<file path="src/hw/rtl/assert_macros.svh">
// ----------------------------------------------------------------------------
// Assertion macros
// Concurrent assertion wrappers that compile away in synthesis.
// ----------------------------------------------------------------------------
`ifndef ASSERT_MACROS_SVH
`define ASSERT_MACROS_SVH
`ifndef SYNTHESIS
`define ASSERT_NEXT(label, clk, rst, ante, cons) \
   label: assert property (@(posedge clk) disable iff (rst) (ante) |=> (cons)) \
      else $error("assertion failed");
`define ASSERT_SAME(label, clk, rst, ante, cons) \
   label: assert property (@(posedge clk) disable iff (rst) (ante) |-> (cons)) \
      else $error("assertion failed");
`else
`define ASSERT_NEXT(label, clk, rst, ante, cons)
`define ASSERT_SAME(label, clk, rst, ante, cons)
`endif
`endif

</file>
<file path="src/hw/rtl/tccs_pkg.sv">
// ----------------------------------------------------------------------------
// tccs_pkg
// Geometry, field widths, codes and the controller/datapath interface types.
// ----------------------------------------------------------------------------
`default_nettype none

package tccs_pkg;

   localparam int COLUMNS    = 80;
   localparam int ROWS       = 25;
   localparam int CELL_COUNT = COLUMNS * ROWS;

   localparam int ADDR_W     = $clog2(CELL_COUNT);
   localparam int ROW_W      = $clog2(ROWS);
   localparam int ROW_SUM_W  = ROW_W + 1;
   // Holds a tab target, which may reach COLUMNS + 7 before the line wraps.
   localparam int COL_W      = $clog2(COLUMNS + 8);

   localparam int ACTION_W   = 2;
   localparam int CHAR_W     = 8;
   localparam int RROW_W     = 5;
   localparam int RCOL_W     = 7;
   localparam int POS_W      = 11;
   localparam int CELL_W     = 16;
   localparam int REQ_DATA_W = 24;
   localparam int RSP_DATA_W = 32;

   localparam logic [7:0] BLANK_CHAR = 8'h20;
   localparam logic [7:0] RESET_ATTR = 8'h07;

   localparam logic [ACTION_W-1:0] ACT_PUT  = 2'd0;
   localparam logic [ACTION_W-1:0] ACT_READ = 2'd1;
   localparam logic [ACTION_W-1:0] ACT_INIT = 2'd2;

   localparam logic [CHAR_W-1:0] CH_BS  = 8'd8;
   localparam logic [CHAR_W-1:0] CH_TAB = 8'd9;
   localparam logic [CHAR_W-1:0] CH_LF  = 8'd10;
   localparam logic [CHAR_W-1:0] CH_CR  = 8'd13;

   typedef struct packed {
      logic capture;
      logic exec;
      logic sweep_step;
      logic load_out;
   } cmd_type;

   typedef struct packed {
      logic exec_sweep;
      logic sweep_done;
      logic out_free;
   } sts_type;

endpackage

`default_nettype wire

</file>
<file path="src/hw/rtl/tccs_ctrl.sv">
// ----------------------------------------------------------------------------
// tccs_ctrl
// Sequencer for the console: clearing pass, request execution, screen
// sweeps and result hand-off.
// ----------------------------------------------------------------------------
`default_nettype none

module tccs_ctrl import tccs_pkg::*; (
   input  wire logic    clock,
   input  wire logic    reset,
   input  wire logic    req_tvalid,
   output logic         req_tready,
   output cmd_type      cmd,
   input  wire sts_type sts
);

   typedef enum logic [5:0] {
      ST_CLEAR = 6'b000001,
      ST_IDLE  = 6'b000010,
      ST_EXEC  = 6'b000100,
      ST_SWEEP = 6'b001000,
      ST_DONE  = 6'b010000,
      ST_SPARE = 6'b100000
   } state_type;

   state_type state_ff, state_in;

   always_comb begin
      state_in = state_ff;
      case (state_ff)
         ST_CLEAR: begin
            if (sts.sweep_done) state_in = ST_IDLE;
         end
         ST_IDLE: begin
            if (req_tvalid) state_in = ST_EXEC;
         end
         ST_EXEC: begin
            state_in = sts.exec_sweep ? ST_SWEEP : ST_DONE;
         end
         ST_SWEEP: begin
            if (sts.sweep_done) state_in = ST_DONE;
         end
         ST_DONE: begin
            if (sts.out_free) state_in = ST_IDLE;
         end
         default: begin
            state_in = ST_IDLE;
         end
      endcase
   end

   always_ff @(posedge clock) begin
      if (reset) begin
         state_ff <= ST_CLEAR;
      end else begin
         state_ff <= state_in;
      end
   end

   assign req_tready     = (state_ff == ST_IDLE);
   assign cmd.capture    = (state_ff == ST_IDLE) && req_tvalid;
   assign cmd.exec       = (state_ff == ST_EXEC);
   assign cmd.sweep_step = (state_ff == ST_CLEAR) || (state_ff == ST_SWEEP);
   assign cmd.load_out   = (state_ff == ST_DONE) && sts.out_free;

endmodule

`default_nettype wire

</file>
<file path="config.mk">
export PLATFORM = sky130hd
export DESIGN_NAME = tccs_ctrl
export DESIGN_NICKNAME = d
export VERILOG_FILES = /design/src/hw/rtl/assert_macros.svh /design/src/hw/rtl/tccs_pkg.sv /design/src/hw/rtl/tccs_ctrl.sv
export SDC_FILE = /design/constraint.sdc
export NUM_CORES = 1
export LEC_CHECK = 0
export BUFFER_PORTS_ARGS = -buffer_cell sky130_fd_sc_hd__buf_2
export CORE_AREA = 10 10 47 49
export DETAILED_ROUTE_END_ITERATION = 12
export DIE_AREA = 0 0 57 59
export HOLD_SLACK_MARGIN = 0.15
export PLACE_DENSITY = 0.55
export SKIP_LAST_GASP = 1
export SLEW_MARGIN = 0
export SYNTH_ARGS = -nofsm -noshare
export SYNTH_HDL_FRONTEND = slang
export SYNTH_SLANG_ARGS = --single-unit
</file>
<file path="constraint.sdc">
create_clock -name clock -period 1.9 [get_ports clock]
set_clock_uncertainty 0.2 [all_clocks]
set_input_delay 0.095 -clock clock [delete_from_list [all_inputs] [get_ports clock]]
set_output_delay 0.095 -clock clock [all_outputs]
set_load 0.05 [all_outputs]
</file>
# After elaboration in Yosys (flattened, before gate mapping)
# Cells that the tools add are included.
dict set report op_classes {
  n_addsub 0
  n_mul 0
  div_mod_pow 0
  order_cmp 0
  eq_ne 9
  n_shift 0
  muxes 6
  bitwise_logic 0
  reduce_logical 4
}
# cell count
set op_table {}
lappend op_table {{one-hot mux 6 bit (5 select lines)} 1}
lappend op_table {{two-way mux 6 bit} 4}
lappend op_table {{inequality test 2 bit, second input constant} 4}
lappend op_table {{equality test 6 x 1 -> 1 bit, second input constant} 1}
lappend op_table {{equality test 6 x 2 -> 1 bit, second input constant} 1}
lappend op_table {{equality test 6 x 3 -> 1 bit, second input constant} 1}
lappend op_table {{equality test 6 x 4 -> 1 bit, second input constant} 1}
lappend op_table {{equality test 6 x 5 -> 1 bit, second input constant} 1}
lappend op_table {{two-way mux 5 bit} 1}
lappend op_table {{AND reduction 4 bit} 1}
lappend op_table {{logical AND 1 bit} 2}
lappend op_table {{logical OR 1 bit} 1}
dict set report totals {
  register_bits 6
  latch_bits 0
  mem_bits_rw 0
  romBits 0
  inputBits 6
  out_inout_bits 5
  elab_cells 20
  mem_count 0
}

# Depth between registers and ports, before layout
# Gate-level depths: netlist of run 1.
dict set report logic_depth {
  word_depth 3
  ltp_mapped 5
}

# Worst setup path before layout of run 1
# Ideal clock, no wire load.
dict set report synth_timing {
  path_kind {register to output}
  startpoint {reg state_ff[3]}
  endpoint {out cmd[1] (netlist name)}
  arrival_ps 1985
  t_required_ps 1605
  setup_slack_ps -380
  path_stages_with_launch 4
  path_cell_list {dfxtp_1 buf_6 xnor2_1 nor4_1}
}
# item line
set synth_rtl {}
lappend synth_rtl {{from (decl)} tccs_ctrl.sv:26} ;# state_type state_ff, state_in;
lappend synth_rtl {{from (signal assigned)} tccs_ctrl.sv:56} ;# state_ff <= state_in;
lappend synth_rtl {{to (decl)} tccs_ctrl.sv:13} ;# output cmd_type cmd,

==> results of run 1 <==
[area by class of cell]
cell class	count	share of cell area, %
clock inverter	1	0.988
tap	16	3.95
timing repair buffer	16	23.0
sequential	5	19.8
inverter	2	1.48
clock buffer	3	4.44
multi-input combinational	27	46.4
[cells by family (layout without fill, tap and decap cells)]
logic type / after synthesis / after routing / synth area share (%)
flip-flops: 5 / 5 / 27.5
buffers and inverters: 5 / 22 / 11.3
AO/OA/AOI/OAI: 8 / 8 / 18.9
AND/OR/NAND/NOR: 17 / 17 / 37.5
XOR/XNOR: 2 / 2 / 4.81
[worst paths after layout]
check                           start                       end  slack [ns]  cells after the start
max          state_ff[4]$_SDFFE_PP0P_                    cmd[3]        0.04                      4
min                             reset  state_ff[3]$_SDFFE_PP0P_        0.40                      3
max reg2reg  state_ff[2]$_SDFFE_PP0P_  state_ff[4]$_SDFFE_PP0P_        0.32                      4
min reg2reg  state_ff[0]$_SDFFE_PP1P_  state_ff[0]$_SDFFE_PP1P_        0.43                      2
[synthesized netlist by cell type]
library cell,number
a21oi_1,1
a22oi_1,1
a31o_2,1
a31oi_1,1
and2_4,1
and2b_1,1
and3b_1,1
buf_6,3
dfxtp_1,5
inv_1,2
nand2b_1,2
nor2_1,2
nor2_2,1
nor3_1,1
nor3b_1,1
nor3b_2,1
nor3b_4,1
nor4_1,2
nor4b_1,1
o21a_1,1
o21ai_0,1
o2bb2a_4,1
o311ai_0,1
or3_4,1
or3b_2,1
xnor2_1,1
xor2_1,1
[what timing repair did]
action | CTS | global route
endpoints found under the setup margin | 1 | 3
hold buffers | 5 | 0
hold endpoints to repair | 5 | 0
gates resized for setup | 1 | 4
setup buffers | 0 | 0
[placed cells by master, fill, tap and decap left out, drive strengths merged]
| master | instances |
|---|---|
| nand2b | 2 |
| inv | 2 |
| nor4 | 2 |
| clkbuf | 3 |
| o21ai | 1 |
| dlygate4sd3 | 5 |
| xor2 | 1 |
| or3b | 1 |
| buf | 11 |
| nor2 | 3 |
| and2 | 1 |
| and2b | 1 |
| nor4b | 1 |
| nor3 | 1 |
| a31oi | 1 |
| a31o | 1 |
| a21oi | 1 |
| a22oi | 1 |
| o21a | 1 |
| o311ai | 1 |
| and3b | 1 |
| dfxtp | 5 |
| or3 | 1 |
| nor3b | 3 |
| clkinv | 1 |
| o2bb2a | 1 |
| xnor2 | 1 |
[power by group]
part / internal [W] / switching [W]
registers: 0.000110 / 0.00000884
clock network: 0.0000764 / 0.0000484
logic: 0.0000376 / 0.0000431
total: 0.000224 / 0.000100
[per-stage QoR]
stage / TNS, ns / instances / util, %
final: 0 / 70 / 36.2
after global routing: -0.0302 / 70 / 36.2
after CTS: 0 / 70 / 35.3
after detailed placement: 0 / 61 / 29.6
after global placement: 0 / 61 / 29.6
after floorplan: -0.266 / 37 / -
[layer usage]
metal | vias up | track usage, % | wire length [µm]
met5 | - | 0 | 0
met4 | 0 | 4.03 | 22
met3 | 2 | 2.15 | 32
met2 | 7 | 8.99 | 415
met1 | 151 | 5.56 | 355
li1 | 169 | - | -
[critical path: stages, from the launching register on]
cell     delay [ns]
dfxtp_1        0.35
or3_4          0.42
nor3b_4        0.21
and2_4         0.18
buf_6          0.15
==> results_dict.tcl, run 1 <==
set metrics [dict create \
    drtPass1Iterations 2 \
    wl_per_cell_um 11.8 \
    outcome "complete, no violations" \
    critPathCaptureType "output pin" \
    wirelength_um 825 \
    layout.nets 61 \
    dieWidth_um 57 \
    tritoncts "done" \
    synth_top_area_share_pct 27.5 \
    chipHeight_um 59 \
    clock-root-buffer "clkbuf_4" \
    yosysUniqueCellTypes 27 \
    multi_input_area_um2 235 \
    largest_reg_flops 5 \
    vias 329 \
    path_class "reg2out" \
    fmax_mhz 538 \
    min_period_ns 1.86 \
    finalHoldViolations 0 \
    worst_pin_slew_ns 0.395 \
    dpl.hpwl_um 609 \
    slew_violations 0 \
    grt_usage_pct 5.48 \
    synth_top_cell_by_area "dfxtp_1" \
    design.die.area_mm2 0.00336 \
    yosys_warnings 0 \
    yosysSeqAreaShare_pct 27.5 \
    n_fill_cell 147 \
    insertedDiodeCount 0 \
    holdCritPathClass "in2reg" \
    ir_worst_vdd_mv 0.423 \
    powerDensity_mw_per_mm2 640 \
    core_area_mm2 0.00140 \
    drive_above_1_share_pct 46.3 \
    gp_congestion 0.730 \
    crit_required_ns 1.60 \
    power_w 0.000324 \
    drc 0 \
    maxCapViolCount 0 \
    clkTransAtPathRegs_ns 0.05 \
    cts_num_sinks 5 \
    grt_pass1_wl_um 1440 \
    initial_core_util_pct 26.0 \
    ys_top_cells_by_area "dfxtp_1, buf_6, o2bb2a_4" \
    cp_max_fo 6 \
    syn_nets 43 \
    grt_max_degree 10 \
    cts_buffers 3 \
    finalWorstSetupSlack_ns 0.0409 \
    top_regs "state_ff (5)" \
    vias_per_cell 4.70 \
    dpl_cell_area_um2 414 \
    syn_area_um2 364 \
    start_kind "flip-flop" \
    rsz0062_at_grt "yes" \
    arrival_ns 1.56 \
    io_buffers 10 \
    cts_max_level 1 \
    cts_max_path_buffers 2 \
    area_growth_pct 39.2 \
    largest-register "state_ff" \
    antenna_found_initial 0 \
    synth_seq_cells 5 \
    area.sequential_um2 100 \
    power.static_leakage_nw 0.212 \
    setup_viol_count_final 0 \
    whs_ns 0.399 \
    worstSkewPairLatency_ns 0.25 \
    grt-ovfl-total 0 \
    synth_area_per_cell_um2 9.84 \
    rows 14 \
    slew_headroom_pct 73.6 \
    finalCritPeriodShare_pct 97.8 \
    grt_pass1_vias 343 \
    drt_iter0_drc 3 \
    synthCells 37 \
    pre_cts_ws_ns 0.205 \
    io_pins 11 \
    finalInstanceArea_um2 507 \
    ant_nets 0 \
]
Power figures use the tool's default switching activity.
==> run 2: changes to the inputs <==
--- a/config.mk
+++ b/config.mk
@@ -11,6 +11,7 @@
 export DIE_AREA = 0 0 57 59
 export HOLD_SLACK_MARGIN = 0.15
 export PLACE_DENSITY = 0.55
+export SETUP_SLACK_MARGIN = 0.15
 export SKIP_LAST_GASP = 1
 export SLEW_MARGIN = 0
 export SYNTH_ARGS = -nofsm -noshare
==> results_dict.tcl, run 2 (synthesized netlist as in run 1, its figures left out) <==
set metrics [dict create \
    drc 0 \
    critPathCaptureType "output pin" \
    pre_cts_ws_ns 0.231 \
    hold_path_end "state_ff[3]$_SDFFE_PP0P_" \
    largest_reg_flops 5 \
    layout.nets 63 \
    regToRegSetupSlack_ns 0.29 \
    grt-ovfl-total 0 \
    top_regs "state_ff (5)" \
    cts_num_sinks 5 \
    vias 342 \
    finalWorstSetupSlack_ns 0.109 \
    outcome "complete, no violations" \
    cp_max_fo 3 \
    ant_nets 0 \
    final_common_cell "buf_2" \
    drt_iter0_drc 1 \
    maxCapViolCount 0 \
    drive_above_1_share_pct 53.6 \
    worst_pin_slew_ns 0.349 \
    wl_per_cell_um 11.7 \
    io_buffers 10 \
    antenna_found_initial 0 \
    crit_required_ns 1.60 \
    slew_violations 0 \
    rsz0062_at_grt "yes" \
    io_pins 11 \
    powerDensity_mw_per_mm2 597 \
    grt_max_degree 10 \
    grt_pass1_vias 327 \
    start_kind "flip-flop" \
    power.static_leakage_nw 0.225 \
    clkTransAtPathRegs_ns 0.05 \
    design.die.area_mm2 0.00336 \
    gp_congestion 0.753 \
    slew_headroom_pct 76.5 \
    chipHeight_um 59 \
    finalCritPeriodShare_pct 94.3 \
    rows 14 \
    whs_ns 0.391 \
    holdCritPathClass "in2reg" \
    cts_max_path_buffers 2 \
    min_period_ns 1.79 \
    path_class "reg2out" \
    rr_endpoint "state_ff[1]$_SDFFE_PP0P_" \
    dpl_cell_area_um2 414 \
    finalInstanceArea_um2 549 \
    finalHoldViolations 0 \
    wirelength_um 841 \
    ir_worst_vdd_mv 0.304 \
    cts_buffers 3 \
    hold_depth 3 \
    insertedDiodeCount 0 \
    worstSkewPairLatency_ns 0.25 \
    area_growth_pct 50.9 \
    initial_core_util_pct 26.0 \
    layout_common_cells "buf_2, dlygate4sd3_1, buf_4" \
    tritoncts "done" \
    dieWidth_um 57 \
    grt_usage_pct 5.66 \
    vias_per_cell 4.75 \
    grt_pass1_wl_um 1490 \
    arrival_ns 1.50 \
    worstRegToRegCells 5 \
    core_area_mm2 0.00140 \
    setup_viol_count_final 0 \
    r2r_start "state_ff[4]$_SDFFE_PP0P_" \
    dpl.hpwl_um 612 \
    largest-register "state_ff" \
    drtPass1Iterations 2 \
    clock-root-buffer "clkbuf_4" \
    hp-start "reset" \
    fmax_mhz 558 \
    cts_max_level 1 \
]
## run 2: power by group
part	total (W)	switching, W	leakage [nW]	internal [W]
clock	0.000127	0.0000478	0.0150	0.0000797
sequential	0.000118	0.00000980	0.0433	0.000108
combinational	0.0000827	0.0000436	0.166	0.0000391
## run 2: worst max path at each step
stage | endpoint | startpoint | depth (start not counted) | slack, ns
after detailed placement | cmd[3] | state_ff[4]$_SDFFE_PP0P_ | 4 | 0.23
after CTS | cmd[3] | state_ff[4]$_SDFFE_PP0P_ | 4 | 0.09
after global placement | cmd[3] | state_ff[4]$_SDFFE_PP0P_ | 4 | 0.23
after global routing | cmd[3] | state_ff[3]$_SDFFE_PP0P_ | 4 | 0.02
after floorplan | state_ff[2]$_SDFFE_PP0P_ | state_ff[3]$_SDFFE_PP0P_ | 5 | -0.12
final | cmd[3] | state_ff[4]$_SDFFE_PP0P_ | 4 | 0.11
## run 2: worst max-delay path: stages (launching register included)
cell     delay, ns
dfxtp_4       0.34
or3_4         0.38
nor3b_4       0.22
and2_4        0.18
buf_8         0.14
## run 2: area by class of cell
cell class	instances	area, µm²
sequential	5	110
multi-input combinational	27	244
timing repair buffer	18	141
clock buffer	4	26.3
fill	147	852
tap	16	20.0
inverter	2	7.51
## run 2: repair_timing
| action | in CTS | in global routing |
|---|---|---|
| setup endpoints to repair | 4 | 4 |
| hold endpoints to repair | 5 | 0 |
| buffers inserted | 0 | 2 |
| hold buffers | 5 | 0 |
| pin swaps | 0 | 3 |
| resized for setup | 9 | 5 |
## run 2: metrics by stage
stage	util, %	setup TNS [ns]	cells	total power (W)
after global routing	39.2	0	72	0.000347
final	39.2	0	72	0.000328
after global placement	29.6	0	61	0.000193
after CTS	37.0	0	70	0.000335
after floorplan	-	-0.265	37	0.000178
after detailed placement	29.6	0	61	0.000192
## run 2: per-layer routing
metal | up-vias | track usage, % | part of all wire (%)
met5 | - | 0 | 0
met4 | 0 | 2.01 | 1.3
met3 | 2 | 4.51 | 7.1
met2 | 9 | 7.75 | 46
met1 | 157 | 6.40 | 45
li1 | 174 | - | -
